<file path="config.mk">
export PLATFORM = sky130hd
export DESIGN_NAME = gpio_alarm_edge_monitor_top
export DESIGN_NICKNAME = d
export VERILOG_FILES = /design/src/design/gaem_pkg.sv /design/src/design/gpio_alarm_edge_monitor_top.sv /design/src/design/gaem_regs.sv /design/src/design/gaem_front.sv /design/src/design/gaem_queue.sv /design/src/design/gaem_back.sv
export VERILOG_INCLUDE_DIRS = /design/src /design/src/design
export SDC_FILE = /design/constraint.sdc
export NUM_CORES = 1
export LEC_CHECK = 0
export BUFFER_PORTS_ARGS = -buffer_cell sky130_fd_sc_hd__buf_2
export CAP_MARGIN = 25
export CELL_PAD_IN_SITES_DETAIL_PLACEMENT = 1
export CELL_PAD_IN_SITES_GLOBAL_PLACEMENT = 1
export CORE_UTILIZATION = 34
export CTS_CLUSTER_SIZE = 16
export DETAILED_ROUTE_END_ITERATION = 10
export MAX_ROUTING_LAYER = met4
export PLACE_DENSITY_LB_ADDON = 0.1
export SYNTH_ARGS = -nofsm -noshare
export SYNTH_HDL_FRONTEND = slang
export SYNTH_SLANG_ARGS = --single-unit
</file>
<file path="constraint.sdc">
create_clock -name aclk -period 2.5 [get_ports aclk]
set_input_delay 0 -clock aclk [delete_from_list [all_inputs] [get_ports aclk]]
set_output_delay 0 -clock aclk [all_outputs]
set_load 0.1 [all_outputs]
</file>
<file path="src/design/gpio_alarm_edge_monitor_top_assert.svh">
// assertion macros shared by the alarm edge monitor modules
`ifndef GPIO_ALARM_EDGE_MONITOR_TOP_ASSERT_SVH
`define GPIO_ALARM_EDGE_MONITOR_TOP_ASSERT_SVH

// same-cycle implication, checked out of reset
`define GAEM_ASSERT_NOW(name, clk, rstn, ante, cons, msg) \
    name: assert property (@(posedge clk) disable iff (!(rstn)) (ante) |-> (cons)) \
        else $error(msg);

// next-cycle implication, checked out of reset
`define GAEM_ASSERT_NEXT(name, clk, rstn, ante, cons, msg) \
    name: assert property (@(posedge clk) disable iff (!(rstn)) (ante) |=> (cons)) \
        else $error(msg);

`endif

</file>
<file path="src/design/gaem_pkg.sv">
// shared types, codes and reset values of the alarm edge monitor
`default_nettype none

package gaem_pkg;

    // configuration port
    localparam int APB_ADDR_W = 5;
    localparam int APB_DATA_W = 32;

    localparam logic [2:0] REG_AC_FAIL_LEVEL      = 3'd0;
    localparam logic [2:0] REG_BATT_MISSING_LEVEL = 3'd1;
    localparam logic [2:0] REG_CONTACT_A_LEVEL    = 3'd2;
    localparam logic [2:0] REG_CONTACT_B_LEVEL    = 3'd3;
    localparam logic [2:0] REG_RESTORE_HOLD_POLLS = 3'd4;
    localparam logic [2:0] REG_UPS_PRESENT        = 3'd5;

    localparam logic [7:0] RESTORE_HOLD_RESET = 8'd30;

    // queue between front and back
    localparam int QUEUE_DEPTH = 2;

    // gpio numbers
    localparam logic [3:0] PIN_LASER   = 4'd2;
    localparam logic [3:0] PIN_RESTORE = 4'd3;
    localparam logic [3:0] PIN_VOLT    = 4'd4;
    localparam logic [3:0] PIN_AC      = 4'd5;
    localparam logic [3:0] PIN_BATT    = 4'd7;
    localparam logic [3:0] PIN_CA      = 4'd8;
    localparam logic [3:0] PIN_CB      = 4'd9;

    // event codes
    localparam logic [3:0] EV_NONE        = 4'd0;
    localparam logic [3:0] EV_LASER_RAISE = 4'd1;
    localparam logic [3:0] EV_LASER_CLEAR = 4'd2;
    localparam logic [3:0] EV_VOLT_RAISE  = 4'd3;
    localparam logic [3:0] EV_VOLT_CLEAR  = 4'd4;
    localparam logic [3:0] EV_POWER_RAISE = 4'd5;
    localparam logic [3:0] EV_POWER_CLEAR = 4'd6;
    localparam logic [3:0] EV_BATT_RAISE  = 4'd7;
    localparam logic [3:0] EV_BATT_CLEAR  = 4'd8;
    localparam logic [3:0] EV_CA_RAISE    = 4'd9;
    localparam logic [3:0] EV_CA_CLEAR    = 4'd10;
    localparam logic [3:0] EV_CB_RAISE    = 4'd11;
    localparam logic [3:0] EV_CB_CLEAR    = 4'd12;
    localparam logic [3:0] EV_RESTORE     = 4'd13;

    // ups led commands
    localparam logic [1:0] LED_KEEP  = 2'd0;
    localparam logic [1:0] LED_OFF   = 2'd1;
    localparam logic [1:0] LED_ON    = 2'd2;
    localparam logic [1:0] LED_BLINK = 2'd3;

    // what a sampled pin is
    typedef enum logic [2:0] {
        KIND_NONE,
        KIND_LASER,
        KIND_RESTORE,
        KIND_VOLT,
        KIND_AC,
        KIND_BATT,
        KIND_CA,
        KIND_CB
    } kind_t;

    // classified beat: active means alarm level, or a low poll for restore
    typedef struct packed {
        kind_t kind;
        logic  active;
    } item_t;

    // configuration seen by front and back
    typedef struct packed {
        logic       ac_fail_level;
        logic       batt_missing_level;
        logic       contact_a_level;
        logic       contact_b_level;
        logic [7:0] restore_hold_polls;
        logic       ups_load;
        logic       ups_value;
    } cfg_t;

endpackage

`default_nettype wire

</file>
<file path="src/design/gpio_alarm_edge_monitor_top.sv">
// top level of the gpio alarm edge monitor
//
// Usage: feed one polled gpio sample per beat on s_t*; each beat yields
// exactly one result beat on m_t* carrying an event code (0 when nothing
// changed) and a ups led command. Raise/clear events are reported for
// laser-on, battery low voltage, ac power, battery missing and the two dry
// contacts; holding the restore button low for the configured number of
// polls gives a factory-restore event.
// An accepted sample is registered in the queue, then in the result register.
// Throughput: one beat per cycle sustained while m_tready stays high; the front
// end classifies the pin into a two-entry queue, the back end updates the flags
// and loads the result register.
// Stall: while m_tready is low the result register holds, the queue fills
// and s_tready drops once it is full; nothing is lost.
// Reset: aresetn low clears all flags, the restore counter, the queue and
// the output; registers return to their reset values and ups valid to 0.
// Configuration goes through the apb port and is to be written only while idle;
// the block does not enforce this; writing the ups present register also reloads the ups valid flag.
`default_nettype none

module gpio_alarm_edge_monitor_top #(
    parameter int QUEUE_DEPTH = gaem_pkg::QUEUE_DEPTH
) (
    input  wire logic                            aclk,
    input  wire logic                            aresetn,
    // apb configuration
    input  wire logic                            psel,
    input  wire logic                            penable,
    input  wire logic                            pwrite,
    input  wire logic [gaem_pkg::APB_ADDR_W-1:0] paddr,
    input  wire logic [gaem_pkg::APB_DATA_W-1:0] pwdata,
    output logic      [gaem_pkg::APB_DATA_W-1:0] prdata,
    output logic                                 pready,
    // sample input
    input  wire logic                            s_tvalid,
    output logic                                 s_tready,
    input  wire logic [7:0]                      s_tdata,  // pin_id[3:0], level[4], zero[7:5]
    // result output
    output logic                                 m_tvalid,
    input  wire logic                            m_tready,
    output logic      [7:0]                      m_tdata   // event_code[3:0], ups_led_mode[5:4], zero[7:6]
);

    gaem_pkg::cfg_t  cfg;
    gaem_pkg::item_t push_item;
    gaem_pkg::item_t head_item;
    logic            q_push;
    logic            q_full;
    logic            q_pop;
    logic            q_valid;
    logic [3:0]      event_code;
    logic [1:0]      ups_led_mode;

    gaem_regs u_regs (
        .aclk    (aclk),
        .aresetn (aresetn),
        .psel    (psel),
        .penable (penable),
        .pwrite  (pwrite),
        .paddr   (paddr),
        .pwdata  (pwdata),
        .prdata  (prdata),
        .pready  (pready),
        .cfg     (cfg)
    );

    gaem_front u_front (
        .s_tvalid (s_tvalid),
        .s_tready (s_tready),
        .pin_id   (s_tdata[3:0]),
        .level    (s_tdata[4]),
        .cfg      (cfg),
        .q_full   (q_full),
        .q_push   (q_push),
        .q_item   (push_item)
    );

    gaem_queue #(
        .DEPTH (QUEUE_DEPTH)
    ) u_queue (
        .aclk      (aclk),
        .aresetn   (aresetn),
        .push      (q_push),
        .push_item (push_item),
        .full      (q_full),
        .pop       (q_pop),
        .valid     (q_valid),
        .head      (head_item)
    );

    gaem_back u_back (
        .aclk         (aclk),
        .aresetn      (aresetn),
        .cfg          (cfg),
        .q_valid      (q_valid),
        .q_item       (head_item),
        .q_pop        (q_pop),
        .m_tvalid     (m_tvalid),
        .m_tready     (m_tready),
        .event_code   (event_code),
        .ups_led_mode (ups_led_mode)
    );

    assign m_tdata = {2'b00, ups_led_mode, event_code};

endmodule

`default_nettype wire

</file>
<file path="src/design/gaem_regs.sv">
// apb configuration registers of the alarm edge monitor
`default_nettype none

module gaem_regs (
    input  wire logic                            aclk,
    input  wire logic                            aresetn,
    input  wire logic                            psel,
    input  wire logic                            penable,
    input  wire logic                            pwrite,
    input  wire logic [gaem_pkg::APB_ADDR_W-1:0] paddr,
    input  wire logic [gaem_pkg::APB_DATA_W-1:0] pwdata,
    output logic      [gaem_pkg::APB_DATA_W-1:0] prdata,
    output logic                                 pready,
    output gaem_pkg::cfg_t                       cfg
);

    logic       ac_lvl_reg;
    logic       batt_lvl_reg;
    logic       ca_lvl_reg;
    logic       cb_lvl_reg;
    logic [7:0] hold_reg;
    logic       ups_present_reg;
    logic       wr_en;
    logic [2:0] idx;

    assign pready = 1'b1;
    assign idx    = paddr[4:2];
    assign wr_en  = psel && penable && pwrite && pready;

    // register writes
    always_ff @(posedge aclk) begin
        if (!aresetn) begin
            ac_lvl_reg      <= 1'b1;
            batt_lvl_reg    <= 1'b1;
            ca_lvl_reg      <= 1'b1;
            cb_lvl_reg      <= 1'b1;
            hold_reg        <= gaem_pkg::RESTORE_HOLD_RESET;
            ups_present_reg <= 1'b0;
        end else if (wr_en) begin
            unique case (idx)
                gaem_pkg::REG_AC_FAIL_LEVEL:      ac_lvl_reg      <= pwdata[0];
                gaem_pkg::REG_BATT_MISSING_LEVEL: batt_lvl_reg    <= pwdata[0];
                gaem_pkg::REG_CONTACT_A_LEVEL:    ca_lvl_reg      <= pwdata[0];
                gaem_pkg::REG_CONTACT_B_LEVEL:    cb_lvl_reg      <= pwdata[0];
                gaem_pkg::REG_RESTORE_HOLD_POLLS: hold_reg        <= pwdata[7:0];
                gaem_pkg::REG_UPS_PRESENT:        ups_present_reg <= pwdata[0];
                default: begin
                end
            endcase
        end
    end

    // read mux
    always_comb begin
        prdata = '0;
        unique case (idx)
            gaem_pkg::REG_AC_FAIL_LEVEL:      prdata[0]   = ac_lvl_reg;
            gaem_pkg::REG_BATT_MISSING_LEVEL: prdata[0]   = batt_lvl_reg;
            gaem_pkg::REG_CONTACT_A_LEVEL:    prdata[0]   = ca_lvl_reg;
            gaem_pkg::REG_CONTACT_B_LEVEL:    prdata[0]   = cb_lvl_reg;
            gaem_pkg::REG_RESTORE_HOLD_POLLS: prdata[7:0] = hold_reg;
            gaem_pkg::REG_UPS_PRESENT:        prdata[0]   = ups_present_reg;
            default: begin
            end
        endcase
    end

    // boot detect write also reloads the ups valid flag
    assign cfg.ac_fail_level      = ac_lvl_reg;
    assign cfg.batt_missing_level = batt_lvl_reg;
    assign cfg.contact_a_level    = ca_lvl_reg;
    assign cfg.contact_b_level    = cb_lvl_reg;
    assign cfg.restore_hold_polls = hold_reg;
    assign cfg.ups_load           = wr_en && (idx == gaem_pkg::REG_UPS_PRESENT);
    assign cfg.ups_value          = pwdata[0];

endmodule

`default_nettype wire

</file>
<file path="src/design/gaem_front.sv">
// front end: takes sample beats and classifies them for the queue
`default_nettype none

module gaem_front (
    input  wire logic           s_tvalid,
    output logic                s_tready,
    input  wire logic [3:0]     pin_id,
    input  wire logic           level,
    input  wire gaem_pkg::cfg_t cfg,
    input  wire logic           q_full,
    output logic                q_push,
    output gaem_pkg::item_t     q_item
);

    assign s_tready = !q_full;
    assign q_push   = s_tvalid && s_tready;

    // pin decode and active-level compare
    always_comb begin
        q_item.kind   = gaem_pkg::KIND_NONE;
        q_item.active = 1'b0;
        unique case (pin_id)
            gaem_pkg::PIN_LASER: begin
                q_item.kind   = gaem_pkg::KIND_LASER;
                q_item.active = level;
            end
            gaem_pkg::PIN_RESTORE: begin
                q_item.kind   = gaem_pkg::KIND_RESTORE;
                q_item.active = !level;
            end
            gaem_pkg::PIN_VOLT: begin
                q_item.kind   = gaem_pkg::KIND_VOLT;
                q_item.active = level;
            end
            gaem_pkg::PIN_AC: begin
                q_item.kind   = gaem_pkg::KIND_AC;
                q_item.active = (level == cfg.ac_fail_level);
            end
            gaem_pkg::PIN_BATT: begin
                q_item.kind   = gaem_pkg::KIND_BATT;
                q_item.active = (level == cfg.batt_missing_level);
            end
            gaem_pkg::PIN_CA: begin
                q_item.kind   = gaem_pkg::KIND_CA;
                q_item.active = (level == cfg.contact_a_level);
            end
            gaem_pkg::PIN_CB: begin
                q_item.kind   = gaem_pkg::KIND_CB;
                q_item.active = (level == cfg.contact_b_level);
            end
            default: begin
            end
        endcase
    end

endmodule

`default_nettype wire

</file>
<file path="src/design/gaem_queue.sv">
// short queue of classified beats between front and back
`default_nettype none

`include "gpio_alarm_edge_monitor_top_assert.svh"

module gaem_queue #(
    parameter int DEPTH = gaem_pkg::QUEUE_DEPTH
) (
    input  wire logic            aclk,
    input  wire logic            aresetn,
    input  wire logic            push,
    input  wire gaem_pkg::item_t push_item,
    output logic                 full,
    input  wire logic            pop,
    output logic                 valid,
    output gaem_pkg::item_t      head
);

    localparam int PTR_W = (DEPTH > 1) ? $clog2(DEPTH) : 1;
    localparam int CNT_W = $clog2(DEPTH + 1);
    localparam logic [PTR_W-1:0] LAST = PTR_W'(DEPTH - 1);
    localparam logic [CNT_W-1:0] FULL_CNT = CNT_W'(DEPTH);

    gaem_pkg::item_t  mem_reg [DEPTH];
    logic [PTR_W-1:0] wptr_reg;
    logic [PTR_W-1:0] rptr_reg;
    logic [CNT_W-1:0] cnt_reg;
    logic [CNT_W-1:0] cnt_next;

    assign full  = (cnt_reg == FULL_CNT);
    assign valid = (cnt_reg != '0);
    assign head  = mem_reg[rptr_reg];

    // storage
    always_ff @(posedge aclk) begin
        if (push) begin
            mem_reg[wptr_reg] <= push_item;
        end
    end

    // occupancy
    always_comb begin
        cnt_next = cnt_reg;
        if (push && !pop) begin
            cnt_next = cnt_reg + CNT_W'(1);
        end else if (pop && !push) begin
            cnt_next = cnt_reg - CNT_W'(1);
        end
    end

    // pointers
    always_ff @(posedge aclk) begin
        if (!aresetn) begin
            wptr_reg <= '0;
            rptr_reg <= '0;
            cnt_reg  <= '0;
        end else begin
            cnt_reg <= cnt_next;
            if (push) begin
                wptr_reg <= (wptr_reg == LAST) ? '0 : wptr_reg + PTR_W'(1);
            end
            if (pop) begin
                rptr_reg <= (rptr_reg == LAST) ? '0 : rptr_reg + PTR_W'(1);
            end
        end
    end

    `GAEM_ASSERT_NOW(a_q_no_overflow, aclk, aresetn, push, !full || pop, "queue push while full")
    `GAEM_ASSERT_NOW(a_q_no_underflow, aclk, aresetn, pop, valid, "queue pop while empty")
    `GAEM_ASSERT_NOW(a_q_cnt_range, aclk, aresetn, 1'b1, cnt_reg <= FULL_CNT, "queue count too big")

endmodule

`default_nettype wire

</file>
<file path="src/design/gaem_back.sv">
// back end: alarm flags, restore counter and the result register
`default_nettype none

`include "gpio_alarm_edge_monitor_top_assert.svh"

module gaem_back (
    input  wire logic            aclk,
    input  wire logic            aresetn,
    input  wire gaem_pkg::cfg_t  cfg,
    input  wire logic            q_valid,
    input  wire gaem_pkg::item_t q_item,
    output logic                 q_pop,
    output logic                 m_tvalid,
    input  wire logic            m_tready,
    output logic [3:0]           event_code,
    output logic [1:0]           ups_led_mode
);

    logic       laser_reg, laser_next;
    logic       volt_reg, volt_next;
    logic       ac_reg, ac_next;
    logic       batt_reg, batt_next;
    logic       ca_reg, ca_next;
    logic       cb_reg, cb_next;
    logic       ups_ok_reg, ups_ok_next;
    logic [7:0] hold_cnt_reg, hold_cnt_next;
    logic [7:0] hold_inc;
    logic       out_valid_reg;
    logic [3:0] ev_reg, ev_next;
    logic [1:0] led_reg, led_next;

    assign q_pop    = q_valid && (!out_valid_reg || m_tready);
    assign hold_inc = hold_cnt_reg + 8'd1;

    // edge detection on the head beat
    always_comb begin
        laser_next    = laser_reg;
        volt_next     = volt_reg;
        ac_next       = ac_reg;
        batt_next     = batt_reg;
        ca_next       = ca_reg;
        cb_next       = cb_reg;
        ups_ok_next   = ups_ok_reg;
        hold_cnt_next = hold_cnt_reg;
        ev_next       = gaem_pkg::EV_NONE;
        led_next      = gaem_pkg::LED_KEEP;
        unique case (q_item.kind)
            gaem_pkg::KIND_LASER: begin
                if (q_item.active != laser_reg) begin
                    laser_next = q_item.active;
                    ev_next    = q_item.active ? gaem_pkg::EV_LASER_RAISE
                                               : gaem_pkg::EV_LASER_CLEAR;
                end
            end
            gaem_pkg::KIND_RESTORE: begin
                if (q_item.active) begin
                    if (hold_inc >= cfg.restore_hold_polls) begin
                        ev_next       = gaem_pkg::EV_RESTORE;
                        hold_cnt_next = '0;
                    end else begin
                        hold_cnt_next = hold_inc;
                    end
                end else begin
                    hold_cnt_next = '0;
                end
            end
            gaem_pkg::KIND_VOLT: begin
                // ignored while the ups is not valid
                if (ups_ok_reg && (q_item.active != volt_reg)) begin
                    volt_next = q_item.active;
                    if (q_item.active) begin
                        ev_next  = gaem_pkg::EV_VOLT_RAISE;
                        led_next = gaem_pkg::LED_BLINK;
                    end else begin
                        ev_next  = gaem_pkg::EV_VOLT_CLEAR;
                        led_next = gaem_pkg::LED_ON;
                    end
                end
            end
            gaem_pkg::KIND_AC: begin
                if (q_item.active != ac_reg) begin
                    ac_next = q_item.active;
                    ev_next = q_item.active ? gaem_pkg::EV_POWER_RAISE
                                            : gaem_pkg::EV_POWER_CLEAR;
                end
            end
            gaem_pkg::KIND_BATT: begin
                // missing battery turns the ups off, its return revalidates it
                if (q_item.active != batt_reg) begin
                    batt_next   = q_item.active;
                    ups_ok_next = !q_item.active;
                    if (q_item.active) begin
                        ev_next  = gaem_pkg::EV_BATT_RAISE;
                        led_next = gaem_pkg::LED_OFF;
                    end else begin
                        ev_next  = gaem_pkg::EV_BATT_CLEAR;
                    end
                end
            end
            gaem_pkg::KIND_CA: begin
                if (q_item.active != ca_reg) begin
                    ca_next = q_item.active;
                    ev_next = q_item.active ? gaem_pkg::EV_CA_RAISE
                                            : gaem_pkg::EV_CA_CLEAR;
                end
            end
            gaem_pkg::KIND_CB: begin
                if (q_item.active != cb_reg) begin
                    cb_next = q_item.active;
                    ev_next = q_item.active ? gaem_pkg::EV_CB_RAISE
                                            : gaem_pkg::EV_CB_CLEAR;
                end
            end
            gaem_pkg::KIND_NONE: begin
            end
            default: begin
            end
        endcase
    end

    // state update on pop; the ups valid flag also reloads on a ups present write
    always_ff @(posedge aclk) begin
        if (!aresetn) begin
            laser_reg    <= 1'b0;
            volt_reg     <= 1'b0;
            ac_reg       <= 1'b0;
            batt_reg     <= 1'b0;
            ca_reg       <= 1'b0;
            cb_reg       <= 1'b0;
            ups_ok_reg   <= 1'b0;
            hold_cnt_reg <= '0;
        end else begin
            if (q_pop) begin
                laser_reg    <= laser_next;
                volt_reg     <= volt_next;
                ac_reg       <= ac_next;
                batt_reg     <= batt_next;
                ca_reg       <= ca_next;
                cb_reg       <= cb_next;
                hold_cnt_reg <= hold_cnt_next;
            end
            if (cfg.ups_load) begin
                ups_ok_reg <= cfg.ups_value;
            end else if (q_pop) begin
                ups_ok_reg <= ups_ok_next;
            end
        end
    end

    // result register
    always_ff @(posedge aclk) begin
        if (!aresetn) begin
            out_valid_reg <= 1'b0;
        end else if (q_pop) begin
            out_valid_reg <= 1'b1;
        end else if (m_tready) begin
            out_valid_reg <= 1'b0;
        end
    end

    always_ff @(posedge aclk) begin
        if (q_pop) begin
            ev_reg  <= ev_next;
            led_reg <= led_next;
        end
    end

    assign m_tvalid     = out_valid_reg;
    assign event_code   = ev_reg;
    assign ups_led_mode = led_reg;

    `GAEM_ASSERT_NEXT(a_restore_clears_cnt, aclk, aresetn,
        q_pop && (ev_next == gaem_pkg::EV_RESTORE), hold_cnt_reg == '0,
        "restore event left the hold count running")
    `GAEM_ASSERT_NEXT(a_batt_raise_drops_ups, aclk, aresetn,
        q_pop && !cfg.ups_load && (ev_next == gaem_pkg::EV_BATT_RAISE),
        !ups_ok_reg, "battery missing raise kept the ups valid")
    `GAEM_ASSERT_NOW(a_blink_only_volt, aclk, aresetn,
        out_valid_reg && (led_reg == gaem_pkg::LED_BLINK),
        ev_reg == gaem_pkg::EV_VOLT_RAISE, "fast blink without a volt-low raise")

endmodule

`default_nettype wire

</file>
### Word-level counts from Yosys, hierarchy flattened

Memories as Yosys holds them, arrays and structs flattened. A register that Yosys moved wholly into a read port is not among the register bits.
Cells that the tools add are included.

* $add $sub $neg: 5
* multiply operators: 0
* div/mod/pow operators: 0
* order comparisons: 1
* equal/unequal tests: 30
* shift-type cells: 0
* mux-type cells: 39
* bitwise logic cells: 0
* reduce and logical (&&, ||, !) cells: 36

Operator list (number)
* $pmux 4 s7: 2
* $mux 4: 9
* $reduce_and 3->1: 7
* $eq 3x3->1 const B: 6
* $mux 8: 2
* $mux 1: 14
* $mux 2: 7
* $reduce_and 2->1: 7
* $eq 3x2->1 const B: 4
* $eq 4x3->1 const B: 3
* $reduce_bool 2->1: 6
* $add 8x1->8 const B: 1
* $eq 4x2->1 const B: 2
* $eq 4x4->1 const B: 2
* $ge 8x8->1: 1
* $logic_and 1x1->1: 8
* $mux 7: 1
* $eq 3x1->1 const B: 2
* $logic_not 1->1: 6
* $mux 3: 2
* $ne 1x1->1: 6
* $pmux 1 s6: 1
* $eq 1x1->1: 4
* $pmux 2 s2: 1
* 6 further kinds: 7

* bits in registers: 39
* bits in latches: 0
* RAM bits: 8
* memory bits (read-only): 0
* input port bits: 52
* output and inout bits: 43
* memories: 1

Memory list
* u_queue.mem_reg: depth 2, bits a word 4, rd ports 1, clocked after Yosys merged registers in 1, write ports 1, line gaem_queue.sv:24 `gaem_pkg::item_t mem_reg [DEPTH];`

### Depth between registers and ports, before layout

* depth after elaboration: 7
* gate-level depth with buffers: 10

### Cells and area by module

Synthesis repeated with hierarchy kept, for this count alone.

* cell total of the unflattened synthesis: 364
* area total of the unflattened synthesis: 3295.7 sq um

Modules (own cells, without submodules)
* gaem_back: instances 1, cells an instance 186, area each 1570.3 sq um
* gaem_regs: instances 1, cells an instance 105, area each 944.7 sq um
* gaem_queue: instances 1, cells an instance 34, area each 506.7 sq um
* gaem_front: instances 1, cells an instance 36, area each 255.2 sq um
* gpio_alarm_edge_monitor_top: instances 1, cells an instance 3, area each 18.8 sq um

### Least setup slack after synthesis

OpenSTA, ideal clock, no wires.

* path kind: register to register
* start: reg (tool-made name)
* end: reg u_back.ups_ok_reg
* library setup time: 70 ps
* data arrival time: 2403 ps
* path slack: 27 ps
* cell stages (with the launch flop): 7
* path through: dfxtp_1 > buf_6 > mux2i_1 > ha_1 > or4b_2 > mux2i_1 > a21oi_1

RTL lines
* to (signal assigned): line gaem_back.sv:143 `ups_ok_reg <= cfg.ups_value;`
* to (signal assigned): line gaem_back.sv:145 `ups_ok_reg <= ups_ok_next;`
* to (decl): line gaem_back.sv:25 `logic ups_ok_reg, ups_ok_next;`

### Final worst setup path

* start: reg u_back.hold_cnt_reg[0]
* end: reg u_back.hold_cnt_reg[0]

* word-level cells in the longest chain between the ends: 4

RTL lines
* from (decl): line gaem_back.sv:26 `logic [7:0] hold_cnt_reg, hold_cnt_next;`
* from (signal assigned): line gaem_back.sv:140 `hold_cnt_reg <= hold_cnt_next;`
* $add 8x1->8 (*): line gaem_back.sv:33 `assign hold_inc = hold_cnt_reg + 8'd1;`
* $ge 8x8->1: line gaem_back.sv:57 `if (hold_inc >= cfg.restore_hold_polls) begin`
* $mux 8 (*): line gaem_back.sv:57
* $mux 8 (*): line gaem_back.sv:56 `if (q_item.active) begin`

Mark *: on every way between the ends. The rest lies on a longest branch, timed or not.
A chain may end at the register's enable or synchronous reset.

==> results_dict.tcl <==
set metrics [dict create \
    status "complete, but fails checks" \
    violations "negative setup slack" \
    via_per_inst 4.89 \
    finalWirelength_um 7020 \
    die_h_um 95.2 \
    synth_flop_cell "dfxtp_1" \
    synth_area_leader_cell "dfxtp_1" \
    routedWlPerCell_um 14.5 \
    max_slew_margin 0.599 \
    ir_drop_v 0.000398 \
    fill_cells 988 \
    synth-edff-count 14 \
    ios 95 \
    design_area_um2 3580 \
    crit_fanout 4 \
    mostFrequentLayoutCells "38 x buf_2, 30 x dfxtp_1, 29 x nor2_1, 27 x conb_1, 20 x nand2_1" \
    grt_antenna_before_repair 0 \
    async_reset_ff_frac 0 \
    cts_sinks 48 \
    synth_cells 325 \
    cp-start-kind "register" \
    hold_viol 0 \
    utilization 0.432 \
    fmax_ghz 0.397 \
    die_w_um 95.2 \
    syn-cell-area_um2 2950 \
    required_ns 2.72 \
    pwr_density_cell_nw_per_um2 806 \
    crit_path_end_kind "register" \
    hold_depth 2 \
    tightest_slew_ns 0.598 \
    ys.warnings.count 0 \
    vias 2370 \
    clock_latency_ns 0.30 \
    clkTransAtPathRegs_ns 0.09 \
    drt_iter0_markers 40 \
    cts-htree-levels 2 \
    rsz0062_at_grt "yes" \
    gp_congestion 0.766 \
    antenna_cells 0 \
    num_rows 33 \
    period_share 1.01 \
    synth_area_leaders "dfxtp_1 23%, edfxtp_1 14%, ha_1 8.5%" \
    drc 0 \
    skew_ns 0.00900 \
    maxSlewViolCount 0 \
    nets 451 \
    drive_gt1_frac 0.242 \
    io_buffers 38 \
    grt_pass1_wl_um 11100 \
    ys_types 52 \
    drv_cap 0 \
    setup_viol 1 \
    die_area_um2 9060 \
    total_leakage_power_nw 1.57 \
    finalCriticalPeriod_ns 2.52 \
    dr.pass1.iters 4 \
    cp.arrival_ns 2.74 \
    grt_max_degree 19 \
    grt_overflow 0 \
    netlist.area_leader.share 0.230 \
    syn_area_per_cell_um2 9.09 \
    yosys_register_bits 48 \
    path_class "reg -> reg" \
    cts-root-buf "clkbuf_8" \
    syn2layout_area_growth_pct 21.3 \
    grtUsageTotal 0.162 \
    dp_hpwl_um 5270 \
    cts_buffers 5 \
    coreArea_um2 8300 \
    clockBufferDepth 2 \
    layout_commonest_cell "buf_2" \
    tritoncts "done" \
    place_area_um2 3210 \
    hold_path_class "in -> reg" \
    grt_pass1_vias 2350 \
    pre_cts_ws_ns -0.110 \
    ys_seq_area_frac 0.373 \
    ant_nets 0 \
    r2r_cells 9 \
    worst_slack_ns -0.0208 \
    start_util 0.356 \
]
report_power, final:
group	switching [W]	total [W]	internal, W	leakage (nW)
clock	0.000261	0.000514	0.000253	0.0515
combinational	0.00104	0.00137	0.000334	1.11
sequential	0.0000618	0.00100	0.000941	0.414
total	0.00136	0.00289	0.00153	1.57
timing repair:
action                     4_1_cts  5_1_grt
buffers inserted                 0        2
hold buffers                     7        0
cloned                           0        0
hold endpoints to repair         7        0
setup endpoints to repair       11       11
resized for setup                9       27
pin swaps                        1       11
stage by stage:
stage                     TNS, ns  std cells  power (W)  hold WS (ns)
final                     -0.0208        485    0.00289       0.00771
after global placement     -0.111        468    0.00236         0.231
after floorplan                 0        350    0.00216         0.125
after global routing       -0.127        485    0.00306        0.0160
after CTS                       0        483    0.00292       0.00468
after detailed placement   -0.556        468    0.00239         0.237
synth_stat cells (all sizes together), types with 6 or more instances:
master / count
dfxtp: 34
nor2: 30
buf: 29
ha: 20
nand2: 20
inv: 19
mux2i: 15
a21oi: 14
edfxtp: 14
o21ai: 11
nand3: 10
nor3: 10
nand2b: 9
clkbuf: 8
o211ai: 7
xor2: 7
a22o: 6
logic make-up after synthesis:
group,count (synthesis),synth area share
fa+ha+maj,20,0.0847
xor+xnor,12,0.0356
compound gates,61,0.139
flops,48,0.373
simple gates,106,0.186
mux,19,0.0699
other cells,2,0.00254
buf+inv,57,0.110
final cells by class:
cell class,instances,area [µm²],area share
clock buffer,8,100,0.0279
timing repair buffer,59,369,0.103
multi-input combinational,245,1800,0.501
sequential,48,1110,0.310
tap,105,131,0.0367
inverter,20,75.1,0.0209
path summary, 6_finish.rpt:
| path | startpoint | end | slack (ns) |
|---|---|---|---|
| worst max-delay path | u_back.hold_cnt_reg[0] | u_back.hold_cnt_reg[0] | -0.02 |
| worst min-delay path | aresetn | u_regs.cb_lvl_reg | 0.008 |
| worst max register to register | u_back.hold_cnt_reg[0] | u_back.hold_cnt_reg[0] | -0.02 |
| worst min register to register | u_regs.hold_reg[6] | u_regs.hold_reg[6] | 0.51 |
routing by layer:
layer	vias to the layer above	GRT usage	routed length, µm
li1	1195	-	-
met1	1133	0.217	3450
met2	38	0.259	3350
met3	4	0.0287	176
met4	0	0.0265	45
met5	-	-	0
worst max-delay path, stage by stage, from the launching register on:
cell,delay [ns]
dfxtp_4,0.37
ha_4,0.17
buf_6,0.12
xor2_4,0.15
ha_4,0.17
or4_4,0.54
a21oi_4,0.15
o31ai_4,0.08
or4_4,0.54
a21oi_2,0.13
(Power assumes the default switching activity.)
